### src/bls_pkg.sv
// ----------------------------------------------------------------------------
// bls_pkg
// Shared types and constants for the Bresenham line stepper.
// ----------------------------------------------------------------------------
package bls_pkg;

  localparam int COORD_BITS_DEF = 12;
  localparam int ERR_GUARD_BITS = 4;
  localparam int COLOR_BITS     = 32;

  typedef enum logic [0:0] {
    OP_LOAD = 1'b0,
    OP_STEP = 1'b1
  } op_t;

  typedef struct packed {
    logic to_second;
    logic last;
  } step_ctl_t;

endpackage

### src/bls_load.sv
// ----------------------------------------------------------------------------
// bls_load
// Line setup: deltas, step directions, initial error and the active flag.
// ----------------------------------------------------------------------------
module bls_load #(
  parameter int COORD_BITS = bls_pkg::COORD_BITS_DEF,
  parameter int ERR_BITS   = COORD_BITS + bls_pkg::ERR_GUARD_BITS
) (
  input  logic [COORD_BITS-1:0] start_x,
  input  logic [COORD_BITS-1:0] start_y,
  input  logic [COORD_BITS-1:0] end_x,
  input  logic [COORD_BITS-1:0] end_y,
  input  logic                  y_major,
  output logic [COORD_BITS-1:0] delta_x,
  output logic [COORD_BITS-1:0] delta_y,
  output logic                  dir_x_negative,
  output logic                  dir_y_negative,
  output logic [ERR_BITS-1:0]   error_init,
  output logic                  active
);

  logic [ERR_BITS-1:0] dmaj_ext;
  logic [ERR_BITS-1:0] dmin2_ext;

  always_comb begin
    dir_x_negative = !(end_x > start_x);
    dir_y_negative = !(end_y > start_y);
    delta_x = dir_x_negative ? (start_x - end_x) : (end_x - start_x);
    delta_y = dir_y_negative ? (start_y - end_y) : (end_y - start_y);
    if (y_major) begin
      dmaj_ext  = ERR_BITS'(delta_y);
      dmin2_ext = ERR_BITS'({delta_x, 1'b0});
      active    = (start_y != end_y);
    end else begin
      dmaj_ext  = ERR_BITS'(delta_x);
      dmin2_ext = ERR_BITS'({delta_y, 1'b0});
      active    = (start_x != end_x);
    end
    error_init = dmin2_ext - dmaj_ext;
  end

endmodule

### src/bls_step.sv
// ----------------------------------------------------------------------------
// bls_step
// One Bresenham step: next coordinates, next error, color switch and last flag.
// ----------------------------------------------------------------------------
module bls_step #(
  parameter int COORD_BITS = bls_pkg::COORD_BITS_DEF,
  parameter int ERR_BITS   = COORD_BITS + bls_pkg::ERR_GUARD_BITS
) (
  input  logic [COORD_BITS-1:0] cur_x,
  input  logic [COORD_BITS-1:0] cur_y,
  input  logic [COORD_BITS-1:0] target_x,
  input  logic [COORD_BITS-1:0] target_y,
  input  logic [COORD_BITS-1:0] delta_x,
  input  logic [COORD_BITS-1:0] delta_y,
  input  logic                  dir_x_negative,
  input  logic                  dir_y_negative,
  input  logic                  axis_is_y,
  input  logic [ERR_BITS-1:0]   error_term,
  output logic [COORD_BITS-1:0] cur_x_next,
  output logic [COORD_BITS-1:0] cur_y_next,
  output logic [ERR_BITS-1:0]   error_term_next,
  output bls_pkg::step_ctl_t    ctl
);

  logic [COORD_BITS-1:0] maj;
  logic [COORD_BITS-1:0] mnr;
  logic [COORD_BITS-1:0] maj_end;
  logic [COORD_BITS-1:0] dmaj;
  logic [COORD_BITS-1:0] dmin;
  logic                  maj_neg;
  logic                  mnr_neg;
  logic [COORD_BITS-1:0] maj_dist;
  logic                  minor_move;
  logic [COORD_BITS-1:0] maj_next;
  logic [COORD_BITS-1:0] mnr_next;
  logic [ERR_BITS-1:0]   err_adj;

  always_comb begin
    maj     = axis_is_y ? cur_y : cur_x;
    mnr     = axis_is_y ? cur_x : cur_y;
    maj_end = axis_is_y ? target_y : target_x;
    dmaj    = axis_is_y ? delta_y : delta_x;
    dmin    = axis_is_y ? delta_x : delta_y;
    maj_neg = axis_is_y ? dir_y_negative : dir_x_negative;
    mnr_neg = axis_is_y ? dir_x_negative : dir_y_negative;

    maj_dist = (maj > maj_end) ? (maj - maj_end) : (maj_end - maj);
    ctl.to_second = (maj_dist == (dmaj >> 1));

    // error strictly positive
    minor_move = !error_term[ERR_BITS-1] && (error_term != '0);
    mnr_next   = minor_move ? (mnr_neg ? mnr - 1'b1 : mnr + 1'b1) : mnr;
    err_adj    = minor_move ? error_term - ERR_BITS'({dmaj, 1'b0}) : error_term;
    error_term_next = err_adj + ERR_BITS'({dmin, 1'b0});

    maj_next = maj_neg ? maj - 1'b1 : maj + 1'b1;
    ctl.last = (maj_next == maj_end);

    cur_x_next = axis_is_y ? mnr_next : maj_next;
    cur_y_next = axis_is_y ? maj_next : mnr_next;
  end

endmodule

### src/bresenham_line_stepper.sv
// A step transfer on an active line goes through the input register and then the
// result register before its pixel shows on out_valid.
// Throughput: one command per cycle while the result is not stalled; the line setup
// and the step are each a few adds, subtracts and compares ahead of the line state.
// Reset clears the input and result valid flags and the active flag; the block
// is idle after reset and steps give no pixels until a line is loaded.
// ----------------------------------------------------------------------------
// bresenham_line_stepper
// Integer line rasterizer: a load command sets up a line, each step command on an
// active line gives one pixel with its color and a last-pixel flag.
// ----------------------------------------------------------------------------
module bresenham_line_stepper #(
  parameter int COORD_BITS = bls_pkg::COORD_BITS_DEF
) (
  input  logic                           clk,
  input  logic                           rst,
  input  logic                           in_valid,
  output logic                           in_stall,
  input  logic                           opcode,
  input  logic [COORD_BITS-1:0]          start_x,
  input  logic [COORD_BITS-1:0]          start_y,
  input  logic [COORD_BITS-1:0]          end_x,
  input  logic [COORD_BITS-1:0]          end_y,
  input  logic                           y_major,
  input  logic [bls_pkg::COLOR_BITS-1:0] start_color,
  input  logic [bls_pkg::COLOR_BITS-1:0] end_color,
  output logic                           out_valid,
  input  logic                           out_stall,
  output logic [COORD_BITS-1:0]          pixel_x,
  output logic [COORD_BITS-1:0]          pixel_y,
  output logic [bls_pkg::COLOR_BITS-1:0] pixel_color,
  output logic                           last_pixel
);

  localparam int ERR_BITS = COORD_BITS + bls_pkg::ERR_GUARD_BITS;

  // input register
  logic                           ir_valid;
  logic                           ir_op;
  logic [COORD_BITS-1:0]          ir_start_x;
  logic [COORD_BITS-1:0]          ir_start_y;
  logic [COORD_BITS-1:0]          ir_end_x;
  logic [COORD_BITS-1:0]          ir_end_y;
  logic                           ir_y_major;
  logic [bls_pkg::COLOR_BITS-1:0] ir_start_color;
  logic [bls_pkg::COLOR_BITS-1:0] ir_end_color;

  // line state
  logic [COORD_BITS-1:0]          cur_x;
  logic [COORD_BITS-1:0]          cur_y;
  logic [COORD_BITS-1:0]          target_x;
  logic [COORD_BITS-1:0]          target_y;
  logic [COORD_BITS-1:0]          delta_x;
  logic [COORD_BITS-1:0]          delta_y;
  logic                           dir_x_negative;
  logic                           dir_y_negative;
  logic [ERR_BITS-1:0]            error_term;
  logic                           axis_is_y;
  logic [bls_pkg::COLOR_BITS-1:0] draw_color;
  logic [bls_pkg::COLOR_BITS-1:0] second_color;
  logic                           line_active;

  // load and step results
  logic [COORD_BITS-1:0]          ld_delta_x;
  logic [COORD_BITS-1:0]          ld_delta_y;
  logic                           ld_dir_x_negative;
  logic                           ld_dir_y_negative;
  logic [ERR_BITS-1:0]            ld_error;
  logic                           ld_active;
  logic [COORD_BITS-1:0]          cur_x_next;
  logic [COORD_BITS-1:0]          cur_y_next;
  logic [ERR_BITS-1:0]            error_term_next;
  bls_pkg::step_ctl_t             step_ctl;

  logic                           res_free;
  logic                           fire;
  logic                           do_load;
  logic                           do_step;
  logic                           in_xfer;

  assign res_free = !out_valid || !out_stall;
  assign fire     = ir_valid && res_free;
  assign do_load  = fire && (ir_op == bls_pkg::OP_LOAD);
  assign do_step  = fire && (ir_op == bls_pkg::OP_STEP) && line_active;
  assign in_stall = ir_valid && !fire;
  assign in_xfer  = in_valid && !in_stall;

  bls_load #(
    .COORD_BITS (COORD_BITS),
    .ERR_BITS   (ERR_BITS)
  ) u_load (
    .start_x        (ir_start_x),
    .start_y        (ir_start_y),
    .end_x          (ir_end_x),
    .end_y          (ir_end_y),
    .y_major        (ir_y_major),
    .delta_x        (ld_delta_x),
    .delta_y        (ld_delta_y),
    .dir_x_negative (ld_dir_x_negative),
    .dir_y_negative (ld_dir_y_negative),
    .error_init     (ld_error),
    .active         (ld_active)
  );

  bls_step #(
    .COORD_BITS (COORD_BITS),
    .ERR_BITS   (ERR_BITS)
  ) u_step (
    .cur_x           (cur_x),
    .cur_y           (cur_y),
    .target_x        (target_x),
    .target_y        (target_y),
    .delta_x         (delta_x),
    .delta_y         (delta_y),
    .dir_x_negative  (dir_x_negative),
    .dir_y_negative  (dir_y_negative),
    .axis_is_y       (axis_is_y),
    .error_term      (error_term),
    .cur_x_next      (cur_x_next),
    .cur_y_next      (cur_y_next),
    .error_term_next (error_term_next),
    .ctl             (step_ctl)
  );

  // input register
  always_ff @(posedge clk) begin
    if (rst) begin
      ir_valid <= 1'b0;
    end else if (in_xfer) begin
      ir_valid <= 1'b1;
    end else if (fire) begin
      ir_valid <= 1'b0;
    end
  end

  always_ff @(posedge clk) begin
    if (in_xfer) begin
      ir_op          <= opcode;
      ir_start_x     <= start_x;
      ir_start_y     <= start_y;
      ir_end_x       <= end_x;
      ir_end_y       <= end_y;
      ir_y_major     <= y_major;
      ir_start_color <= start_color;
      ir_end_color   <= end_color;
    end
  end

  // line state
  always_ff @(posedge clk) begin
    if (rst) begin
      line_active <= 1'b0;
    end else if (do_load) begin
      line_active <= ld_active;
    end else if (do_step && step_ctl.last) begin
      line_active <= 1'b0;
    end
  end

  always_ff @(posedge clk) begin
    if (do_load) begin
      cur_x          <= ir_start_x;
      cur_y          <= ir_start_y;
      target_x       <= ir_end_x;
      target_y       <= ir_end_y;
      delta_x        <= ld_delta_x;
      delta_y        <= ld_delta_y;
      dir_x_negative <= ld_dir_x_negative;
      dir_y_negative <= ld_dir_y_negative;
      error_term     <= ld_error;
      axis_is_y      <= ir_y_major;
      draw_color     <= ir_start_color;
      second_color   <= ir_end_color;
    end else if (do_step) begin
      cur_x      <= cur_x_next;
      cur_y      <= cur_y_next;
      error_term <= error_term_next;
      if (step_ctl.to_second) begin
        draw_color <= second_color;
      end
    end
  end

  // result register
  always_ff @(posedge clk) begin
    if (rst) begin
      out_valid <= 1'b0;
    end else if (do_step) begin
      out_valid <= 1'b1;
    end else if (!out_stall) begin
      out_valid <= 1'b0;
    end
  end

  always_ff @(posedge clk) begin
    if (do_step) begin
      pixel_x     <= cur_x;
      pixel_y     <= cur_y;
      pixel_color <= draw_color;
      last_pixel  <= step_ctl.last;
    end
  end

`ifndef SYNTHESIS
  a_step_gives_pixel: assert property (@(posedge clk) disable iff (rst)
    do_step |=> out_valid)
    else $error("step on an active line gave no pixel");

  a_last_ends_line: assert property (@(posedge clk) disable iff (rst)
    (do_step && step_ctl.last) |=> !line_active)
    else $error("line still active after its last pixel");

  a_stall_holds_pixel: assert property (@(posedge clk) disable iff (rst)
    (out_valid && out_stall) |=> $stable(pixel_x) && $stable(pixel_y))
    else $error("stalled pixel changed");

  a_reset_clears: assert property (@(posedge clk)
    rst |=> !out_valid && !ir_valid && !line_active)
    else $error("control state not cleared by reset");
`endif

endmodule
### config.mk
export PLATFORM = sky130hd
export DESIGN_NAME = bresenham_line_stepper
export DESIGN_NICKNAME = d
export VERILOG_FILES = /design/src/bls_pkg.sv /design/src/bls_load.sv /design/src/bls_step.sv /design/src/bresenham_line_stepper.sv
export SDC_FILE = /design/constraint.sdc
export NUM_CORES = 1
export LEC_CHECK = 0
export ABC_AREA = 0
export BUFFER_PORTS_ARGS = -buffer_cell sky130_fd_sc_hd__buf_2
export CAP_MARGIN = 0
export CORE_ASPECT_RATIO = 1.25
export CORE_UTILIZATION = 60
export CTS_CLUSTER_SIZE = 24
export DETAILED_ROUTE_END_ITERATION = 8
export GPL_ROUTABILITY_DRIVEN = 1
export MAX_ROUTING_LAYER = met4
export PLACE_DENSITY = 0.81
export SETUP_SLACK_MARGIN = 0.2
export SYNTH_ARGS = -nofsm -noshare
export SYNTH_HDL_FRONTEND = slang
export SYNTH_SLANG_ARGS = --single-unit
### constraint.sdc
create_clock -name clk -period 9.8 [get_ports clk]
set_input_delay 1.96 -clock clk [delete_from_list [all_inputs] [get_ports clk]]
set_output_delay 1.96 -clock clk [all_outputs]
set_load 0.02 [all_outputs]
==> metrics.txt <==
DR iter-0 viols around 1100; f_max 169 MHz; Pins Over Slew Limit 0; Initial Util 60.9%; Max Cap Viol 0; vias in the first global route 12700; layout cells sized above 1 17.2%; Via Count 12800; row count just over 70; FF+latch count, synth roughly 330; area leader, netlist edfxtp_1; Root Buffer clkbuf_16; largest cells by area after synthesis edfxtp_1, ha_1, mux2i_1, nand2_1, xnor2_1; multiplexer share of the synthesized area 6.79%; Final Util 68.8%; post-synth top area share 53.5%; Die ar. just over 30000 µm²; CTS Hold Bufs 0; Mean Syn Cell Area 11.7 µm²; ys flop type edfxtp_1; largest net degree at the start of global routing 86; total global-route track usage 29.9%; Post-synth EDFFs 326; DRC 0; Fin Hold WS 0.414 ns; reg2reg start axis_is_y; DRT Wirelength about 44000 µm; Post-layout nets 1994; maximum vdd ir drop 0.168 mV; largest family of logic cells by synthesized area compound AO/OA/AOI/OAI gates; critical path arrival 6.09 ns; XOR/XNOR Fraction of Synth Area 4.58%; Reg2Reg Depth 14; CTS Sinks 329; core area 30000 µm²; Layout fillers 2225; GRT overflow 0; routability congestion estimate a little under 1; area grow syn2layout 12.9%; Fin. Hold Viols 0; Crit Path Category register to register; register area share after synthesis 53.8%; Clock Skew around 0.017 ns; CTS buffer count 34; HPWL Detailed 33800 µm; CP Capture Type register; IO Pins 177; Slew @ Worst Pin between 1 and 1.5 ns; Port Buffers 176; adder-cell share of the synthesized area 9.75%; fin cells 2164; H-Tree Depth 2; post-CTS setup buffers 0; mapped cell area 18300 µm²; first-pass GRT wire length 67600 µm; RSZ-0062 raised after global routing no; Skew-Pair Late Insertion Delay 0.53 ns; Antenna Nets Post-Route 0; synthesized instance count 1569; min-delay src ir_end_color[17]; Slew headroom 22.8%; Worst setup SP type register; die height approximately 200 µm; Hold Path Depth 0; status complete, no violations; Final Cycle Share about three fifths; Routed wire per std cell 20.5 µm; most common cell in the synthesized netlist edfxtp_1; Power per Cell Area 187 nW/µm²; Synth top cells by count edfxtp_1, nand2_1, ha_1, inv_1, a21oi_1; power consumption 0.00387 W; reg2reg setup slack 3.88 ns; register clock-pin slew on the reported worst setup and hold paths ~0.06 ns; Post-Syn Nets 1823; cts repair resizes 0; post-synthesis cell type count 78; Reg2Reg Capture Point draw_color[5]; Via density 5.91; P_leak between 8 and 9 nW; Initial DRT Pass Iterations 5; Synth Area in Compound Gates 11.6%; fraction of registers with async set/reset 0%; TritonCTS clock tree built; Crit Path Max Fanout between 60 and 70; post-layout min period 5.92 ns; die width between 150 and 200 µm; initial antenna violation count 2; Clock Path Buffers 3; dpl cells 2105; Critical Path RT 9.96 ns; Hold/Removal Path Class register to register; setup_tns 0 ns; final setup violation count 0; Yosys warning count 0; Hold EP second_color[17]; Post-Synth Simple-Gate Area 9.58%
## how the worst max path moves through the flow
stage,to,start
after floorplan,ir_end_color[0],out_stall
after global placement,draw_color[31],axis_is_y
after detailed placement,draw_color[31],axis_is_y
after CTS,draw_color[28],axis_is_y
after global routing,draw_color[3],axis_is_y
final,draw_color[5],axis_is_y
## per-layer routing
layer  vias up  share of wire [%]  GRT usage, %
li1       6046                  -             -
met4         0                3.8          12.1
met3       101                7.0          5.07
met2       501                 51          50.6
met5         -                  0             -
met1      6137                 39          35.0
## stage by stage
step                setup WS (ns)  cell area (µm²)
global route                 3.50            20700
CTS                          3.89            20700
global placement             3.99            19600
detailed placement           3.92            19600
finish                       3.88            20700
floorplan                    1.95            18300
## cell usage in the layout, fill, tap and decap left out, types with 4 or more instances in the layout
cell type	netlist	layout
inv_1	123	122
clkbuf_16	0	34
and2_1	7	7
a21o_1	26	26
nand3b_1	4	4
o21ai_0	77	77
inv_6	0	5
xor2_1	30	30
nand2_1	188	188
mux2_2	39	39
nand2b_1	15	14
bufinv_16	0	4
a31oi_1	13	13
o21bai_1	4	4
a21oi_1	94	93
nand4_1	8	8
a21boi_0	6	6
or3_1	12	12
nor2_1	68	68
and3_1	9	9
buf_4	1	9
xnor2_1	63	63
ha_1	125	125
o21a_1	14	14
nor2b_1	16	15
o31ai_1	10	10
mux2i_1	76	76
edfxtp_1	326	326
clkinv_1	1	8
o2111ai_1	5	5
buf_2	12	176
fa_1	11	11
nor4_1	8	8
o211ai_1	14	14
or2_2	5	5
o22ai_1	4	4
o211a_1	4	4
nor3_1	20	20
nand3_1	19	19
a211oi_1	17	17
## worst max-delay path, cell delays in order (launching register included)
cell and delay [ns]:
edfxtp_1 0.89, buf_4 0.83, mux2i_1 0.37, inv_1 0.10, ha_1 0.39, nand2_1 0.13
or4_1 0.57, and2_1 0.19, o21bai_2 0.39, mux2_2 0.36, a21oi_1 0.17, xnor2_1 0.08
nor4_1 0.34, a31o_1 0.19, buf_4 0.40
## cells by family (layout without fill, tap and decap cells)
kind of cell	after synthesis	in the layout
AO/OA/AOI/OAI	330	330
AND/OR/NAND/NOR	386	386
multiplexers	118	118
flip-flops	329	329
other	0	1
XOR/XNOR	94	94
adder cells (fa/ha/maj)	136	136
buffers and inverters	176	369
## where the power goes
part | switching [W] | internal [W]
clock network | 0.000529 | 0.000746
registers | 0.0000403 | 0.00164
logic | 0.000540 | 0.000374
total | 0.00111 | 0.00276
## state kept, by name (all words and copies together), names as in the netlist, 16 cells and up
| signal | cells |
|---|---|
| pixel_color | 32 |
| draw_color | 32 |
| error_term | 16 |
| ir_end_color | 32 |
| ir_start_color | 32 |
| second_color | 32 |
## layout make-up
type                       count  area [µm²]  area share, %
antenna                        1        2.50         0.0121
clock buffer                  36         858           4.16
clock inverter                22         235           1.14
inverter                     126         488           2.36
multi-input combinational   1064        7770           37.6
sequential                   329        9850           47.7
tap                          401         502           2.43
timing repair buffer         185         948           4.59
Power figures use the tool's default switching activity.
